### src/hdl/ldh_pkg.sv
// Layer density histogram: shared package.
// Field widths, register and opcode codes, pipeline control struct and
// the saturating increment. No dependencies.
package ldh_pkg;

   // Field widths
   localparam int COORD_W   = 20;
   localparam int SCALE_W   = 24;
   localparam int COUNT_W   = 32;
   localparam int SPEC_W    = 2;
   localparam int HSEL_W    = 3;
   localparam int RBIN_W    = 12;
   localparam int CSR_IDX_W = 2;
   localparam int CSR_DAT_W = 24;

   // Bin arithmetic: Q10.10 times Q8.16 gives Q18.26
   localparam int PROD_W    = COORD_W + SCALE_W;
   localparam int BIN_SHIFT = 26;
   localparam int RAW_BIN_W = PROD_W - BIN_SHIFT;

   // Defaults
   localparam int NUM_BINS_DEF = 4096;
   localparam int RSP_DEPTH    = 4;

   localparam logic [SCALE_W-1:0] BIN_SCALE_RST = 24'd3276800;
   localparam logic [COORD_W-1:0] THICKNESS_RST = 20'd1485;
   localparam logic [COORD_W-1:0] BOTTOM_RST    = 20'd0;
   localparam logic [COORD_W-1:0] TOP_RST       = 20'd1048575;

   // Configuration register indexes
   typedef enum logic [CSR_IDX_W-1:0] {
      CSR_BIN_SCALE       = 2'd0,
      CSR_LAYER_THICKNESS = 2'd1,
      CSR_BOTTOM_SURFACE  = 2'd2,
      CSR_TOP_SURFACE     = 2'd3
   } csr_index_type;

   // Opcodes and species codes
   localparam logic OPC_ACCUM = 1'b0;
   localparam logic OPC_READ  = 1'b1;

   localparam logic [SPEC_W-1:0] SPECIES_FIRST  = 2'd0;
   localparam logic [SPEC_W-1:0] SPECIES_SECOND = 2'd1;

   // Histogram select on a read
   typedef enum logic [HSEL_W-1:0] {
      HIST_BOT_TOTAL  = 3'd0,
      HIST_BOT_SECOND = 3'd1,
      HIST_BOT_FIRST  = 3'd2,
      HIST_TOP_TOTAL  = 3'd3,
      HIST_TOP_SECOND = 3'd4,
      HIST_TOP_FIRST  = 3'd5
   } hist_sel_type;

   typedef enum logic {
      KIND_ACC  = 1'b0,
      KIND_READ = 1'b1
   } kind_type;

   // Which counter a read returns
   typedef enum logic [1:0] {
      SRC_TOTAL   = 2'd0,
      SRC_SPECIES = 2'd1,
      SRC_ZERO    = 2'd2
   } src_type;

   // One memory operation handed from the front end to the store
   typedef struct packed {
      logic     valid;
      kind_type kind;
      logic     layer;   // 0 bottom, 1 top
      logic     spbit;   // 0 first species, 1 second species
      src_type  src;
   } mem_op_type;

   function automatic logic [COUNT_W-1:0] sat_inc(input logic [COUNT_W-1:0] v);
      return (v == '1) ? v : v + 1'b1;
   endfunction

endpackage

### src/hdl/ldh_front.sv
// Layer density histogram: front end (input register, bin multiply,
// layer classification, read decode). Produces at most one memory op per beat.
// Depends on ldh_pkg.
module ldh_front
   import ldh_pkg::*;
#(
   parameter int NUM_BINS = NUM_BINS_DEF,
   localparam int BIN_W   = $clog2(NUM_BINS)
) (
   input  logic               clock,
   input  logic               reset,
   input  logic               in_accept,
   input  logic               in_opcode,
   input  logic [COORD_W-1:0] in_x,
   input  logic [COORD_W-1:0] in_z,
   input  logic [SPEC_W-1:0]  in_species,
   input  logic [HSEL_W-1:0]  in_rhist,
   input  logic [RBIN_W-1:0]  in_rbin,
   input  logic [SCALE_W-1:0] bin_scale,
   input  logic [COORD_W-1:0] layer_thickness,
   input  logic [COORD_W-1:0] bottom_surface,
   input  logic [COORD_W-1:0] top_surface,
   output mem_op_type         op,
   output logic [BIN_W-1:0]   op_bin
);

   localparam logic [RAW_BIN_W-1:0] BIN_LIMIT = RAW_BIN_W'(NUM_BINS);

   // Stage A: captured beat
   logic               a_valid_ff, a_valid_in;
   logic               a_op_ff;
   logic [COORD_W-1:0] a_x_ff, a_z_ff;
   logic [SPEC_W-1:0]  a_sp_ff;
   logic [HSEL_W-1:0]  a_rhist_ff;
   logic [RBIN_W-1:0]  a_rbin_ff;

   // Stage P: bin and classification
   logic                 p_valid_ff, p_valid_in;
   kind_type             p_kind_ff, p_kind_in;
   logic                 p_layer_ff, p_layer_in;
   logic                 p_spbit_ff, p_spbit_in;
   src_type              p_src_ff, p_src_in;
   logic                 p_hit_ff, p_hit_in;
   logic [RAW_BIN_W-1:0] p_bin_ff, p_bin_in;

   logic [PROD_W-1:0]  prod;
   logic [COORD_W:0]   bot_end, z_end;
   logic               bot_hit, top_hit, species_ok, in_range;

   assign a_valid_in = in_accept;

   always_ff @(posedge clock) begin
      if (reset) begin
         a_valid_ff <= 1'b0;
      end else begin
         a_valid_ff <= a_valid_in;
      end
   end

   always_ff @(posedge clock) begin
      if (in_accept) begin
         a_op_ff    <= in_opcode;
         a_x_ff     <= in_x;
         a_z_ff     <= in_z;
         a_sp_ff    <= in_species;
         a_rhist_ff <= in_rhist;
         a_rbin_ff  <= in_rbin;
      end
   end

   // Bin product and layer windows, compared without wraparound
   always_comb begin
      prod       = PROD_W'(a_x_ff) * PROD_W'(bin_scale);
      bot_end    = {1'b0, bottom_surface} + {1'b0, layer_thickness};
      z_end      = {1'b0, a_z_ff} + {1'b0, layer_thickness};
      bot_hit    = (a_z_ff >= bottom_surface) && ({1'b0, a_z_ff} < bot_end);
      top_hit    = (a_z_ff < top_surface) && (z_end >= {1'b0, top_surface});
      species_ok = (a_sp_ff == SPECIES_FIRST) || (a_sp_ff == SPECIES_SECOND);
   end

   // Next P stage: accumulate takes the product, read decodes the select
   always_comb begin
      p_valid_in = a_valid_ff;
      p_kind_in  = KIND_ACC;
      p_layer_in = ~bot_hit;
      p_spbit_in = a_sp_ff[0];
      p_src_in   = SRC_TOTAL;
      p_hit_in   = (bot_hit || top_hit) && species_ok;
      p_bin_in   = prod[PROD_W-1:BIN_SHIFT];
      if (a_op_ff == OPC_READ) begin
         p_kind_in = KIND_READ;
         p_hit_in  = 1'b1;
         p_bin_in  = RAW_BIN_W'(a_rbin_ff);
         unique case (a_rhist_ff)
            HIST_BOT_TOTAL: begin
               p_layer_in = 1'b0; p_src_in = SRC_TOTAL;   p_spbit_in = 1'b0;
            end
            HIST_BOT_SECOND: begin
               p_layer_in = 1'b0; p_src_in = SRC_SPECIES; p_spbit_in = 1'b1;
            end
            HIST_BOT_FIRST: begin
               p_layer_in = 1'b0; p_src_in = SRC_SPECIES; p_spbit_in = 1'b0;
            end
            HIST_TOP_TOTAL: begin
               p_layer_in = 1'b1; p_src_in = SRC_TOTAL;   p_spbit_in = 1'b0;
            end
            HIST_TOP_SECOND: begin
               p_layer_in = 1'b1; p_src_in = SRC_SPECIES; p_spbit_in = 1'b1;
            end
            HIST_TOP_FIRST: begin
               p_layer_in = 1'b1; p_src_in = SRC_SPECIES; p_spbit_in = 1'b0;
            end
            default: begin
               p_layer_in = 1'b0; p_src_in = SRC_ZERO;    p_spbit_in = 1'b0;
            end
         endcase
      end
   end

   always_ff @(posedge clock) begin
      if (reset) begin
         p_valid_ff <= 1'b0;
      end else begin
         p_valid_ff <= p_valid_in;
      end
   end

   always_ff @(posedge clock) begin
      p_kind_ff  <= p_kind_in;
      p_layer_ff <= p_layer_in;
      p_spbit_ff <= p_spbit_in;
      p_src_ff   <= p_src_in;
      p_hit_ff   <= p_hit_in;
      p_bin_ff   <= p_bin_in;
   end

   // Range check: accumulate past the last bin is dropped, read returns zero
   always_comb begin
      in_range  = p_bin_ff < BIN_LIMIT;
      op.valid  = p_valid_ff && ((p_kind_ff == KIND_READ) || (p_hit_ff && in_range));
      op.kind   = p_kind_ff;
      op.layer  = p_layer_ff;
      op.spbit  = p_spbit_ff;
      op.src    = in_range ? p_src_ff : SRC_ZERO;
      op_bin    = p_bin_ff[BIN_W-1:0];
   end

endmodule

### config.mk
export PLATFORM = sky130hd
export DESIGN_NAME = ldh_front
export DESIGN_NICKNAME = d
export VERILOG_FILES = /design/src/hdl/ldh_pkg.sv /design/src/hdl/ldh_front.sv
export SDC_FILE = /design/constraint.sdc
export NUM_CORES = 1
export LEC_CHECK = 0
export BUFFER_PORTS_ARGS = -buffer_cell sky130_fd_sc_hd__buf_2
export CORE_MARGIN = 2
export CORE_UTILIZATION = 42
export CTS_CLUSTER_SIZE = 28
export DETAILED_ROUTE_END_ITERATION = 8
export GPL_ROUTABILITY_DRIVEN = 0
export PLACE_DENSITY = 0.58
export SYNTH_ARGS = -nofsm -noshare
export SYNTH_HDL_FRONTEND = slang
export SYNTH_SLANG_ARGS = --single-unit
### constraint.sdc
create_clock -name clock -period 9.5 [get_ports clock]
set_input_delay 0.95 -clock clock [delete_from_list [all_inputs] [get_ports clock]]
set_output_delay 0.95 -clock clock [all_outputs]
set_load 0.02 [all_outputs]
==> results by group <==
Cells and area
  • Leading cell type in the layout, fill and taps excluded: inv_1
  • Share of cells above drive strength 1: 0.0884
  • Fillers: 4,934
  • Final Cell Area: ~0.023 mm^2
  • Area delta synth->final: 7.45%
  • Nets@finish: 3,212
  • Ant. Diodes: 0
  • Most frequent cells in the layout: inv_1 (506), fa_1 (393), nand2_1 (287), ha_1 (270), and2_1 (233)

Yosys
  • Post-Syn Nets: 3,133
  • Syn Area/Cell: 9.22 um^2
  • Synthesized instance count: approximately 2,300
  • YS warnings: 0
  • Seq/Total Area, Yosys: 0.106
  • Post-synth ARST share: 0
  • Mapped Area: 0.0214 mm^2
  • Synth area leaders: fa_1 (37%), ha_1 (16%), inv_1 (8.9%)
  • Post-synth top area share: 0.367
  • EDFF count, synth: 58
  • Cell taking the most area after synthesis: fa_1
  • Unique cell type count in the Yosys netlist: 72
  • Synth Flop Type: edfxtp_1
  • FF+latch count, synth: 84

Clock network
  • TritonCTS Buffers: 9
  • Clock sinks: 84
  • Worst skew pair latency: 0.39 ns
  • CTS-repair resized insts: 0
  • Clk slew on worst S/H paths: 0.08 ns
  • # hold bufs at CTS: 0
  • Root Driver: clkbuf_16
  • Post-CTS Setup Bufs: 0
  • Max H-tree Level: 3
  • CTS tree: built
  • Maximum clock insertion buffer count: 2

Critical path
  • Critical path class: register to register
  • CP Max Fanout: 24
  • Worst EP required: 9.78 ns
  • Setup crit end kind: register
  • Worst R2R Setup Slack: 1.78 ns
  • Worst EP arrival: 8.00 ns
  • Startpoint Class: register

Floorplanning
  • Die Footprint: 0.0528 mm^2
  • I/O Pins: about 160
  • Site row count: 82
  • Chip Height: roughly 230 um
  • Initial Util: 0.426
  • Core Area: between 0.05 and 0.06 mm^2
  • DIE WIDTH: ~230 um

STA
  • Worst Max-Slew Pin Slew: about 1.1 ns
  • Post-layout min period: 7.72 ns
  • Hold Vio Cnt, Final: 0
  • Setup Skew: 0.0169 ns
  • Slew margin rel.: 0.257
  • TNS Setup: 0 ns
  • Max-slew violations: 0
  • Period Utilization, post-route: 0.812
  • Finish-stage setup viols: 0
  • F_max: 0.130 GHz
  • RSZ-0062 raised after global routing: no

GRT
  • Initial antenna violation count: 1
  • Total congestion overflow: 0
  • Largest net degree at the start of global routing: 60
  • First-pass GRT wire length: ~92,000 um
  • Vias in the first global route: 17,065
  • Gr usage total: 0.225

Place
  • Dpl hpwl: 44,100 um
  • I/O Buffers: around 160
  • Placed inst area: 0.0227 mm^2

Drt
  • Via count: 15,809
  • Final wirelength: 56,600 um
  • Top routing layer in use: met5
  • Drt wl/cell: 18.4 um
  • Vias per inst: 5.13
  • Wl on met1: 24,700 um
  • Antenna viol nets, final: 0
  • DR pass1 iterations: 5
  • 1st-iter DRT viols: 752
  • WL met3: between 3000 and 4000 um
  • Wire length on met2: ~28,000 um
  • Drt drc: 0

Worst hold path
  • Hold crit path type: register to register

Outcome
  • Status: finished clean

Run
  • Count of maximum capacitance violations: 0
## kinds of logic after synthesis
kind of cell,after synthesis,share of synthesized area
flops,84,0.106
buf+inv,615,0.111
simple gates,650,0.152
mux,5,0.00274
compound gates,259,0.0838
xor+xnor,49,0.0200
fa+ha+maj,663,0.525
## per-layer routing
| metal | GRT usage | vias to the layer above |
|---|---|---|
| li1 | - | 7359 |
| met1 | 0.295 | 7976 |
| met2 | 0.385 | 390 |
| met3 | 0.0404 | 82 |
| met4 | 0.0538 | 2 |
| met5 | 0 | - |
## registers in the layout (all words and copies together), names as in the netlist
| name | cells |
|---|---|
| p_layer_ff | 1 |
| a_sp_ff | 2 |
| a_rhist_ff | 3 |
| a_valid_ff | 1 |
| p_spbit_ff | 1 |
| a_rbin_ff | 12 |
| p_hit_ff | 1 |
| p_valid_ff | 1 |
| p_bin_ff | 18 |
| a_x_ff | 20 |
| a_z_ff | 20 |
| a_op_ff | 1 |
| p_kind_ff | 1 |
| p_src_ff | 2 |
## final timing paths
kind | from | to | cells past startpoint
hold / removal | a_valid_ff$_SDFF_PP0_ | p_valid_ff$_SDFF_PP0_ | 1
setup / recovery | a_x_ff[2]$_DFFE_PP_ | p_bin_ff[16]$_SDFF_PP0_ | 22
hold reg to reg | a_valid_ff$_SDFF_PP0_ | p_valid_ff$_SDFF_PP0_ | 1
setup reg to reg | a_x_ff[2]$_DFFE_PP_ | p_bin_ff[16]$_SDFF_PP0_ | 22
## cell type report
| cell class | count | area [um^2] | share of cell area |
|---|---|---|---|
| clock inverters | 7 | 76.3 | 0.00332 |
| well taps | 672 | 841 | 0.0365 |
| flip-flops and latches | 84 | 2260 | 0.0983 |
| inverters | 506 | 1900 | 0.0825 |
| clock buffers | 9 | 225 | 0.00978 |
| repair buffers | 177 | 926 | 0.0402 |
| multi-input cells | 1626 | 16800 | 0.729 |
## per-stage QoR
| stage | utilization | setup slack [ns] | std cells | hold WS, ns |
|---|---|---|---|---|
| floorplan | - | 2.17 | 2325 | 0.414 |
| global placement | 0.452 | 1.59 | 3065 | 0.429 |
| detailed placement | 0.452 | 1.45 | 3065 | 0.423 |
| CTS | 0.458 | 1.75 | 3081 | 0.441 |
| global route | 0.458 | 1.40 | 3081 | 0.454 |
| finish | 0.458 | 1.78 | 3081 | 0.438 |
## critical path, stage by stage (launching register included)
cell and delay [ns]:
edfxtp_1 1.06, nand2_1 0.19, fa_1 0.57, inv_1 0.05
fa_1 0.49, inv_1 0.05, fa_1 0.47, inv_1 0.05
fa_1 0.48, fa_1 0.51, fa_1 0.50, inv_1 0.05
fa_1 0.47, inv_1 0.04, ha_1 0.33, a21oi_2 0.16
o21ai_1 0.14, a2111oi_4 0.38, o311ai_2 0.31, a211oi_4 0.48
o21bai_4 0.18, a221oi_2 0.27, mux2_1 0.34
## synthesized netlist by cell type, drive strengths merged, types with 4 or more instances
cell type    n
a221o        4
nand2b       9
nor4b        4
o31ai        4
a2111oi      5
o211ai       8
edfxtp      58
dfxtp       26
nor2b        8
and4         4
and3         6
xnor2       36
o21a         6
a31oi        8
o21ai       49
a221oi       7
a21oi       71
a211o        4
nor2        35
nor3        12
nor3b        8
nand3       21
mux2         4
nand2      287
nand4       13
buf         17
xor2        13
ha         270
inv        506
fa         393
a211oi      17
clkbuf      92
a21o        36
o21bai      19
and2       233
Power is not shown: default switching activity piles up to over one toggle a cycle in this logic, so the estimate is an artifact.
