$ cat src/hdl/ldh_pkg.sv
// Layer density histogram: shared package.
// Field widths, register and opcode codes, pipeline control struct and
// the saturating increment. No dependencies.
package ldh_pkg;

   // Field widths
   localparam int COORD_W   = 20;
   localparam int SCALE_W   = 24;
   localparam int COUNT_W   = 32;
   localparam int SPEC_W    = 2;
   localparam int HSEL_W    = 3;
   localparam int RBIN_W    = 12;
   localparam int CSR_IDX_W = 2;
   localparam int CSR_DAT_W = 24;

   // Bin arithmetic: Q10.10 times Q8.16 gives Q18.26
   localparam int PROD_W    = COORD_W + SCALE_W;
   localparam int BIN_SHIFT = 26;
   localparam int RAW_BIN_W = PROD_W - BIN_SHIFT;

   // Defaults
   localparam int NUM_BINS_DEF = 4096;
   localparam int RSP_DEPTH    = 4;

   localparam logic [SCALE_W-1:0] BIN_SCALE_RST = 24'd3276800;
   localparam logic [COORD_W-1:0] THICKNESS_RST = 20'd1485;
   localparam logic [COORD_W-1:0] BOTTOM_RST    = 20'd0;
   localparam logic [COORD_W-1:0] TOP_RST       = 20'd1048575;

   // Configuration register indexes
   typedef enum logic [CSR_IDX_W-1:0] {
      CSR_BIN_SCALE       = 2'd0,
      CSR_LAYER_THICKNESS = 2'd1,
      CSR_BOTTOM_SURFACE  = 2'd2,
      CSR_TOP_SURFACE     = 2'd3
   } csr_index_type;

   // Opcodes and species codes
   localparam logic OPC_ACCUM = 1'b0;
   localparam logic OPC_READ  = 1'b1;

   localparam logic [SPEC_W-1:0] SPECIES_FIRST  = 2'd0;
   localparam logic [SPEC_W-1:0] SPECIES_SECOND = 2'd1;

   // Histogram select on a read
   typedef enum logic [HSEL_W-1:0] {
      HIST_BOT_TOTAL  = 3'd0,
      HIST_BOT_SECOND = 3'd1,
      HIST_BOT_FIRST  = 3'd2,
      HIST_TOP_TOTAL  = 3'd3,
      HIST_TOP_SECOND = 3'd4,
      HIST_TOP_FIRST  = 3'd5
   } hist_sel_type;

   typedef enum logic {
      KIND_ACC  = 1'b0,
      KIND_READ = 1'b1
   } kind_type;

   // Which counter a read returns
   typedef enum logic [1:0] {
      SRC_TOTAL   = 2'd0,
      SRC_SPECIES = 2'd1,
      SRC_ZERO    = 2'd2
   } src_type;

   // One memory operation handed from the front end to the store
   typedef struct packed {
      logic     valid;
      kind_type kind;
      logic     layer;   // 0 bottom, 1 top
      logic     spbit;   // 0 first species, 1 second species
      src_type  src;
   } mem_op_type;

   function automatic logic [COUNT_W-1:0] sat_inc(input logic [COUNT_W-1:0] v);
      return (v == '1) ? v : v + 1'b1;
   endfunction

endpackage

$ cat src/hdl/ldh_rsp_queue.sv
// Layer density histogram: response queue. Small register FIFO holding
// read results until the receiver takes them. Depends on ldh_pkg.
module ldh_rsp_queue
   import ldh_pkg::*;
#(
   parameter int DEPTH   = RSP_DEPTH,
   localparam int PTR_W  = $clog2(DEPTH),
   localparam int CNT_W  = $clog2(DEPTH + 1)
) (
   input  logic               clock,
   input  logic               reset,
   input  logic               push,
   input  logic [COUNT_W-1:0] push_data,
   input  logic               pop,
   output logic               out_valid,
   output logic [COUNT_W-1:0] out_data
);

   localparam logic [PTR_W-1:0] LAST = PTR_W'(DEPTH - 1);

   logic [COUNT_W-1:0] entry_ff [DEPTH];
   logic [PTR_W-1:0]   wr_ptr_ff, wr_ptr_in, rd_ptr_ff, rd_ptr_in;
   logic [CNT_W-1:0]   count_ff, count_in;

   // Pointer and fill update
   always_comb begin
      wr_ptr_in = wr_ptr_ff;
      rd_ptr_in = rd_ptr_ff;
      count_in  = count_ff;
      if (push) begin
         wr_ptr_in = (wr_ptr_ff == LAST) ? '0 : wr_ptr_ff + 1'b1;
      end
      if (pop) begin
         rd_ptr_in = (rd_ptr_ff == LAST) ? '0 : rd_ptr_ff + 1'b1;
      end
      if (push && !pop) begin
         count_in = count_ff + 1'b1;
      end else if (pop && !push) begin
         count_in = count_ff - 1'b1;
      end
   end

   always_ff @(posedge clock) begin
      if (reset) begin
         wr_ptr_ff <= '0;
         rd_ptr_ff <= '0;
         count_ff  <= '0;
      end else begin
         wr_ptr_ff <= wr_ptr_in;
         rd_ptr_ff <= rd_ptr_in;
         count_ff  <= count_in;
      end
   end

   always_ff @(posedge clock) begin
      if (push) begin
         entry_ff[wr_ptr_ff] <= push_data;
      end
   end

   assign out_valid = (count_ff != '0);
   assign out_data  = entry_ff[rd_ptr_ff];

endmodule

$ cat config.mk
export PLATFORM = sky130hd
export DESIGN_NAME = ldh_rsp_queue
export DESIGN_NICKNAME = d
export VERILOG_FILES = /design/src/hdl/ldh_pkg.sv /design/src/hdl/ldh_rsp_queue.sv
export SDC_FILE = /design/constraint.sdc
export NUM_CORES = 1
export LEC_CHECK = 0
export ABC_AREA = 1
export BUFFER_PORTS_ARGS = -buffer_cell sky130_fd_sc_hd__buf_2
export CAP_MARGIN = 20
export CORE_ASPECT_RATIO = 1.2
export CORE_MARGIN = 1.5
export CORE_UTILIZATION = 25
export DETAILED_ROUTE_END_ITERATION = 6
export PLACE_DENSITY = 0.39
export SYNTH_ARGS = -nofsm -noshare
export SYNTH_HDL_FRONTEND = slang
export SYNTH_SLANG_ARGS = --single-unit
$ cat constraint.sdc
create_clock -name clock -period 1.55 [get_ports clock]
set_input_delay 0.2325 -clock clock [delete_from_list [all_inputs] [get_ports clock]]
set_output_delay 0.2325 -clock clock [all_outputs]
set_load 0.05 [all_outputs]
==> results of run 1 <==
-- path summary, 6_finish.rpt --
check,end
min,entry_ff[3][21]
max reg2reg,entry_ff[0][27]
max,out_data[6]
min reg2reg,wr_ptr_ff[1]
-- metrics by stage --
stage / TNS [ps] / power, uW
after CTS: -7580 / 9710
after detailed placement: 0 / 5830
final: -5780 / 9620
after global routing: -8530 / 10000
after floorplan: 0 / 5340
after global placement: 0 / 5820
-- flip-flops by register name (all words and copies together) (netlist names), named ones only --
register   cells
entry_ff     128
count_ff       3
rd_ptr_ff      2
wr_ptr_ff      2
-- critical path, delay by kind of cell, from the launching register on --
kind / cells / cell delay [ps]
and+or+nand+nor: 1 / 50
buffers and inverters: 3 / 480
DFF: 1 / 390
AOI/OAI and AO/OA: 1 / 210
-- power groups by stage --
stage | Combinational [uW] | Sequential, uW | Clock (uW)
after CTS | 1650 | 4280 | 3790
final | 1650 | 4280 | 3690
after detailed placement | 1480 | 4350 | 0
after floorplan | 1000 | 4340 | 0
after global placement | 1470 | 4350 | 0
after global routing | 1780 | 4300 | 3960
-- routing by layer --
metal | vias up | wire length [um]
met3 | 11 | 533
met4 | 0 | 146
met5 | - | 0
li1 | 1553 | -
met2 | 51 | 6330
met1 | 1609 | 5480
-- placed cells by master (no fill, tap or decap), types with 9 or more instances in the layout --
cell	count
inv_1	10
edfxtp_1	128
o21ai_2	9
nand2_1	9
o21ai_1	38
buf_2	36
buf_6	35
o21ai_0	20
clkbuf_16	17
nor2_1	73
buf_12	16
o22ai_2	32
-- kinds of logic after synthesis --
kind of cell    count (synthesis)  synth area share, %
flops                         137                 76.9
simple gates                   86                 6.29
buf+inv                        35                 4.30
fa+ha+maj                       7                 1.82
xor+xnor                        1                0.167
compound gates                102                 10.5
-- cell type report --
type                       count  area (um^2)  share of cell area (%)
sequential                   137         4030                    56.4
timing repair buffer          93          940                    13.1
clock buffer                  20          437                    6.11
tap                          265          332                    4.64
clock inverter                12          103                    1.44
inverter                      16         85.1                    1.19
antenna                        1         2.50                  0.0350
multi-input combinational    196         1220                    17.0
-- cells in the mapped netlist --
master | count | area, um^2
inv_1 | 14 | 52.6
dfxtp_1 | 9 | 180
o21ai_1 | 28 | 140
nor2_1 | 73 | 274
a21oi_1 | 3 | 15.0
buf_4 | 3 | 22.5
nand4_1 | 1 | 6.26
nand2_1 | 9 | 33.8
edfxtp_1 | 128 | 3840
nand3_1 | 1 | 5.00
buf_6 | 9 | 101
o21ai_0 | 39 | 195
inv_2 | 1 | 3.75
buf_2 | 6 | 30.0
o22ai_1 | 32 | 200
inv_8 | 1 | 11.3
fa_1 | 1 | 20.0
ha_1 | 6 | 75.1
xor2_1 | 1 | 8.76
nor3_1 | 2 | 10.0
clkbuf_1 | 1 | 3.75
-- repair_timing --
action,4_1_cts,5_1_grt
cloned,1,0
gates resized for setup,71,29
endpoints found under the setup margin,32,32
pin swaps,1,0
==> run summary, run 1 <==
clk root buf - clkbuf_16
min Tclk post-route - 1780 ps
status - complete, but fails checks
final setup violation count - 32
Clock Power Share - 38.4%
syn_area_per_cell - 14.2 um^2
Comb pwr share - 17.2%
syn nets - 411
final instance area - 7150 um^2
vias in the first global route - 3433
synth unique cells - 21
drt first pass iters - 6
placed cell area - 6340 um^2
Setup crit start kind - flop
sequential-to-total area share from yosys stat - 76.9%
sequential fraction of design power - 44.5%
Final ANT Viol Nets - 0
Initial Utilization - 25.7%
Crit-path slowest cell - dfxtp_4
Slew HR - 82.7%
Mapped Area - 5230 um^2
Psw - 2610 uW
Switching Share - 27.1%
share of layout cells above drive strength 1 - 35.9%
Worst-path clk slew - 60 ps
hold_ws - 33.6 ps
Worst Path Max Fanout - 13
Period Utilization, post-route - 115%
IO Count - 69
CTS buffer count - 17
Worst EP arrival - 1550 ps
CTS tree - done
crit path cell chain - inv_8 > buf_12 > nor2_1 > o22ai_2 > buf_6
largest net degree at the start of global routing - 33
setup slack, reg-to-reg - 190 ps
max incr delay on CP - 390 ps
fin worst setup slack - -234 ps
Vias/cell - 4.36
final max-slew violation count - 0
GR Overflow Total - 0
CTS Buffer Depth - 2
synthesized flop and latch total - 137
fill cell count - 2046
Port-buffer cells - 68
die extent in y - 161 um
fin cells - 740
Die ar. - 21800 um^2
Synth Warn # - 0
worst-margin pin slew - 261 ps
total wire length - 12.5 mm
Final Hold Viols - 0
CP Class - reg -> out
detailed-route wire length per cell - 16.9 um
met2 Resource Use GR - 20.8%
global-route wire length before repair - 19.8 mm
number of max-cap violations - 0
RSZ-0062 raised after global routing - yes
Place WS - 41.8 ps
Placed Cells - 706
Worst Path Required - 1320 ps
core occupancy in the finished layout - 35.0%
GRT met1 Usage - 14.9%
grt peak-use layer - met2
GRT met3 Usage - 3.83%
Iter 0 DRT Violations - 119
Crit. End Element - primary output
DRC errors left - 0
CTS HTree Levels - 4
Int Pwr - 7010 uW
routability cong. - 0.647
Leak - 0.00256 uW
R2R cell count - 5
clk_skew - 8.35 ps
VDD IR max - 0.000692 V
worst hold start - push_data[21]
failing checks - setup timing
routed vias - 3224
Die Wd - 135 um
clock sinks - 137
Cell Rows - 57
initial antenna violation count - 1
PwrDens - 1350 nW/um^2
Hold Path Class - in -> reg
max frequency - 561 MHz
Total GRT Usage - 12.4%
Post-DP HPWL - 7.80 mm
Post-CTS Hold Buffers - 0
Net count, final - 504
Post-Syn Instances - 368
Worst R2R Start - wr_ptr_ff[0]
synthesis-to-layout area growth - 36.6%
setup bufs post-CTS - 0
Hold Crit Depth - 1
core area - 20400 um^2
clk_lat worst skew - 410 ps
(Power assumes the default switching activity.)
==> inputs of run 2 (changes only) <==
--- a/config.mk
+++ b/config.mk
@@ -11,8 +11,10 @@
 export CORE_ASPECT_RATIO = 1.2
 export CORE_MARGIN = 1.5
 export CORE_UTILIZATION = 25
+export CTS_BUF_LIST = sky130_fd_sc_hd__clkbuf_16
 export DETAILED_ROUTE_END_ITERATION = 6
 export PLACE_DENSITY = 0.39
+export SLEW_MARGIN = 20
 export SYNTH_ARGS = -nofsm -noshare
 export SYNTH_HDL_FRONTEND = slang
 export SYNTH_SLANG_ARGS = --single-unit
==> run 2 against run 1 <==
Die area did not move. Non-clock buffer count did not move. Largest cell class unchanged. Via count barely moved. Flip-flop and latch count did not move. The run still ends with setup timing left. Largest power group unchanged. Routed wire length did not move. Register-to-register slack barely moved.
==> run summary, run 2 (synthesized netlist as in run 1, its figures left out) <==
CTS HTree Levels - 4 (unchanged)
GRT met1 Usage - 14.9% (unchanged)
clock sinks - 137 (unchanged)
drt first pass iters - 6 (unchanged)
Worst-path clk slew - 60 ps (about the same)
RSZ-0062 raised after global routing - yes
PwrDens - 1340 nW/um^2 (-0.19%)
setup slack, reg-to-reg - 190 ps (about the same)
status - complete, but fails checks
Tot Pwr - 9600 uW (-0.19%)
Period Utilization, post-route - 115% (about the same)
GR Overflow Total - 0 (unchanged)
placed cell area - 6340 um^2 (unchanged)
vias in the first global route - 3433 (unchanged)
Worst Path Required - 1320 ps (about the same)
core area - 20400 um^2 (unchanged)
Post-CTS Hold Buffers - 0 (unchanged)
Vias/cell - 4.36 (about the same)
VDD IR max - 0.000692 V (about the same)
failing checks - setup timing
Initial Utilization - 25.7% (unchanged)
Slew HR - 82.7% (unchanged)
Largest regs - entry_ff: 128 flops, count_ff: 3 flops
routability cong. - 0.647 (unchanged)
Iter 0 DRT Violations - 119 (unchanged)
Net count, final - 504 (unchanged)
final max-slew violation count - 0 (unchanged)
Cell Rows - 57 (unchanged)
final setup violation count - 32 (unchanged)
CTS buffer count - 17 (unchanged)
hold_ws - 33.5 ps (-0.106 ps)
Port-buffer cells - 68 (unchanged)
clk root buf - clkbuf_16
Hold Path Class - in -> reg
Setup crit start kind - flop
largest net degree at the start of global routing - 33 (unchanged)
Hold Crit Depth - 1 (unchanged)
synthesis-to-layout area growth - 36.6% (unchanged)
Post-DP HPWL - 7.80 mm (unchanged)
DRC errors left - 0 (unchanged)
Worst Path Max Fanout - 13 (unchanged)
clk_skew - 8.35 ps (-0.0000300 ps)
die extent in y - 161 um (unchanged)
Final ANT Viol Nets - 0 (unchanged)
Place WS - 41.8 ps (unchanged)
FF+latch area - 4030 um^2 (unchanged)
Crit. End Element - primary output
met2 Resource Use GR - 20.8% (unchanged)
total wire length - 12.5 mm (unchanged)
CP Class - reg -> out
routed vias - 3226 (+0.062%)
fin worst setup slack - -234 ps (+0.0730 ps)
CTS tree - done
Most flops, register - entry_ff
CTS Buffer Depth - 2 (unchanged)
number of max-cap violations - 0 (unchanged)
reg2reg end - entry_ff[0][27]
max frequency - 561 MHz (about the same)
R2R cell count - 5 (unchanged)
most common cell after layout, fill and taps aside - edfxtp_1
Total GRT Usage - 12.4% (unchanged)
global-route wire length before repair - 19.8 mm (unchanged)
worst-margin pin slew - 261 ps (unchanged)
Final Hold Viols - 0 (unchanged)
Die ar. - 21800 um^2 (unchanged)
initial antenna violation count - 1 (unchanged)
Worst R2R Start - wr_ptr_ff[0]
IO Count - 69 (unchanged)
worst hold start - push_data[21]
fill cell count - 2046 (unchanged)
grt peak-use layer - met2
share of layout cells above drive strength 1 - 35.9% (unchanged)
max reg flops - 128 (unchanged)
Die Wd - 135 um (unchanged)
Hold EP - entry_ff[3][21]
clk_lat worst skew - 410 ps (about the same)
min Tclk post-route - 1780 ps (-0.0730 ps)
Worst EP arrival - 1550 ps (about the same)
multi-input logic area - 1220 um^2 (unchanged)
GRT met3 Usage - 3.83% (unchanged)
Leak - 0.00257 uW (+0.49%)
detailed-route wire length per cell - 16.9 um (unchanged)
final instance area - 7150 um^2 (unchanged)
post-route setup TNS - -5780 ps (+2.32 ps)
most frequent cells in the layout - edfxtp_1, nor2_1, o21ai_1
[run 2: cell types whose count changed in the layout (fill, tap and decap cells not counted)]
cell      delta
clkbuf_1     -3
inv_1        +3
[run 2: report_power, final]
part | switching (uW) | total (uW) | internal [uW]
Sequential | 59.2 | 4280 | 4220
Combinational | 1050 | 1650 | 598
Clock | 1500 | 3670 | 2170
Total | 2610 | 9600 | 6990
[run 2: worst max-delay path, stage by stage, from the launching register on]
cell and delay (ps):
dfxtp_4 390, inv_8 140, buf_12 150, nor2_1 50, o22ai_2 210, buf_6 190
[run 2: routing by layer]
layer  vias up  part of all wire, %
met5         -                    0
met4         0                  1.2
met3        11                  4.3
met2        53                   51
met1      1609                   44
li1       1553                    -
[run 2: layout make-up]
class / count / share of cell area, %
clock buffers: 17 / 5.95
inverters: 16 / 1.19
multi-input cells: 196 / 17.0
well taps: 265 / 4.64
clock inverters: 15 / 1.59
repair buffers: 93 / 13.1
flip-flops and latches: 137 / 56.4
diodes: 1 / 0.0350
[run 2: how the worst max path moves through the flow]
stage	slack [ps]	to	startpoint
floorplan	5	entry_ff[0][0]	wr_ptr_ff[0]
global placement	60	out_data[22]	flop
detailed placement	40	out_data[15]	flop
CTS	-280	out_data[6]	flop
global route	-320	out_data[6]	flop
finish	-230	out_data[6]	flop
[run 2: through the flow]
step	cells	utilization, %
after floorplan	368	-
after global placement	706	31.1
after detailed placement	706	31.1
after CTS	739	34.7
after global routing	739	35.0
final	740	35.0
[run 2: what timing repair did]
action                                  in CTS  in global routing
endpoints found under the hold margin        0                  0
buffers inserted                             0                  0
cloned                                       1                  0
endpoints found under the setup margin      32                 32
gates resized for setup                     71                 29
pin swaps                                    1                  0
==> inputs of run 3 (changes only) <==
--- a/config.mk
+++ b/config.mk
@@ -14,6 +14,7 @@
 export CTS_BUF_LIST = sky130_fd_sc_hd__clkbuf_16
 export DETAILED_ROUTE_END_ITERATION = 6
 export PLACE_DENSITY = 0.39
+export REMOVE_ABC_BUFFERS = 1
 export SLEW_MARGIN = 20
 export SYNTH_ARGS = -nofsm -noshare
 export SYNTH_HDL_FRONTEND = slang
==> run 3 against run 2 <==
Combinational power up 2%. Count of clock-buffer cells in the layout did not move. Fmax down 4.9%. The flow still finishes with violations (setup timing). Sequential share of layout area is 1.8 points lower. Largest power group is now clock. Clock power up 25%. Clock skew barely moved.
==> run summary, run 3 (synthesized netlist as in run 1, its figures left out) <==
Setup crit start kind - flop
Net count, final - 517 (+2.6%)
final max-slew violation count - 0 (unchanged)
RSZ-0062 raised after global routing - yes
setup slack, reg-to-reg - 230 ps (+40 ps)
Worst R2R Start - wr_ptr_ff[0]
drt first pass iters - 4 (-2)
Vias/cell - 4.34 (-0.41%)
max frequency - 533 MHz (-4.9%)
final instance area - 7380 um^2 (+3.3%)
failing checks - setup timing
max incr delay on CP - 360 ps (-30 ps)
reg2reg end - entry_ff[3][19]
Hold Path Class - in -> reg
Inserted Diodes - 0 (-1)
most common cell after layout, fill and taps aside - edfxtp_1
Period Utilization, post-route - 121% (+5.9 points)
post-route setup TNS - -9000 ps (-3220 ps)
Worst Path Max Fanout - 8 (-5)
Crit-path slowest cell - dfxtp_4
Leak - 0.00269 uW (+4.7%)
largest net degree at the start of global routing - 33 (unchanged)
PwrDens - 1430 nW/um^2 (+6.4%)
Die ar. - 21800 um^2 (unchanged)
clk_lat worst skew - 420 ps (about the same)
vias in the first global route - 3446 (+0.38%)
crit path cell chain - buf_12 > inv_8 > buf_12 > nor2_1 > o22ai_1 > buf_4
CTS buffer count - 17 (unchanged)
VDD IR max - 0.000705 V (+1.9%)
synthesis-to-layout area growth - 41.0%
Hold EP - count_ff[0]
sequential fraction of design power - 40.6% (-4.0 points)
core area - 20400 um^2 (unchanged)
Largest regs - entry_ff: 128 flops, count_ff: 3 flops
CTS HTree Levels - 4 (unchanged)
CTS tree - done
CTS Buffer Depth - 2 (unchanged)
CP Class - reg -> out
most frequent cells in the layout - edfxtp_1, nor2_1, buf_2
routed vias - 3265 (+1.2%)
Int Pwr - 7870 uW (+13%)
detailed-route wire length per cell - 16.8 um (-0.48%)
Switching Share - 25.4% (-1.8 points)
status - complete, but fails checks
Hold Crit Depth - 2 (+1)
Place WS - -29.7 ps (-71.5 ps)
Worst Path Required - 1320 ps (about the same)
Clock Power Share - 43.4% (+5.2 points)
Port-buffer cells - 68 (unchanged)
Post-DP HPWL - 7.37 mm (-5.5%)
Slew HR - 84.1% (+1.4 points)
global-route wire length before repair - 19.5 mm (-1.4%)
worst hold start - reset
cell repeated most along the worst path - buf_12
max reg flops - 128 (unchanged)
final setup violation count - 32 (unchanged)
R2R cell count - 4 (-1)
share of layout cells above drive strength 1 - 38.0% (+2.1 points)
IO Count - 69 (unchanged)
Cell Rows - 57 (unchanged)
Worst-path clk slew - 60 ps (about the same)
fin worst setup slack - -325 ps (-91.2 ps)
Total GRT Usage - 12.4% (-0.025 points)
Post-CTS Hold Buffers - 0 (unchanged)
die extent in y - 161 um (unchanged)
Initial Utilization - 25.7% (unchanged)
Final ANT Viol Nets - 0 (unchanged)
Tot Pwr - 10600 uW (+9.9%)
DRC errors left - 0 (unchanged)
Psw - 2680 uW (+2.7%)
Worst EP arrival - 1640 ps (+90 ps)
placed cell area - 6090 um^2 (-3.9%)
Most flops, register - entry_ff
hold_ws - 23.3 ps (-10.1 ps)
worst-margin pin slew - 238 ps (-23.2 ps)
min Tclk post-route - 1870 ps (+91.2 ps)
number of max-cap violations - 0 (unchanged)
routability cong. - 0.697 (+7.7%)
Crit. End Element - primary output
clock sinks - 137 (unchanged)
initial antenna violation count - 1 (unchanged)
clk root buf - clkbuf_16
total wire length - 12.6 mm (+1.1%)
Comb pwr share - 16.0% (-1.2 points)
clk_skew - 8.42 ps (+0.0616 ps)
Iter 0 DRT Violations - 151 (+27%)
GR Overflow Total - 0 (unchanged)
Die Wd - 135 um (unchanged)
Final Hold Viols - 0 (unchanged)
run 3: cell types whose count changed in the layout (fill, tap and decap cells not counted), moves of 8 or more:
cell / change
buf_4: +24
buf_6: -20
nor2_1: -11
nor2_2: +9
o21ai_2: +8
o22ai_1: +21
o22ai_2: -23
run 3: cell type report:
class,instances,area (um^2)
clock inverters,15,249
well taps,265,332
inverters,16,78.8
repair buffers,105,1070
repair inverters,1,11.3
fillers,1994,13000
multi-input cells,196,1180
flip-flops and latches,137,4030
clock buffers,17,425
run 3: critical path: cells and delay by family (launching register included):
kind | cells | cell delay, ps
and+or+nand+nor | 1 | 40
DFF | 1 | 360
AOI/OAI and AO/OA | 1 | 190
buffers and inverters | 4 | 610
run 3: worst max-delay path by stage:
| stage | end | slack [ps] | cells past startpoint |
|---|---|---|---|
| 6_report | out_data[19] | -320 | 6 |
| 5_1_grt | out_data[0] | -390 | 5 |
| 4_1_cts | out_data[28] | -350 | 6 |
| 3_5_place_dp | out_data[28] | -30 | 5 |
| 3_3_place_gp | out_data[28] | -4 | 5 |
| 2_1_floorplan | out_data[0] | -1010 | 2 |
run 3: stage by stage:
stage	utilization [%]	std cells
2_1_floorplan	-	349
3_3_place_gp	29.9	706
3_5_place_dp	29.9	706
4_1_cts	35.5	750
5_1_grt	36.2	752
6_report	36.2	752
run 3: power groups by stage:
| stage | logic (uW) | clock network (uW) | registers, uW |
|---|---|---|---|
| floorplan | 814 | 0 | 4370 |
| global placement | 1370 | 0 | 4350 |
| CTS | 1670 | 4670 | 4280 |
| global route | 1810 | 4820 | 4290 |
| detailed placement | 1380 | 0 | 4350 |
| finish | 1690 | 4580 | 4280 |
run 3: repair_timing:
action,4_1_cts,5_1_grt
setup endpoints to repair,32,32
resized for setup,95,37
pin swaps,16,12
setup buffers,9,1
cloned,4,1
run 3: per-layer routing:
| metal | part of all wire, % | track usage (%) |
|---|---|---|
| met5 | 0.11 | 0 |
| met2 | 48 | 19.8 |
| met3 | 4.7 | 4.33 |
| met4 | 1.9 | 5.18 |
| met1 | 45 | 15.2 |
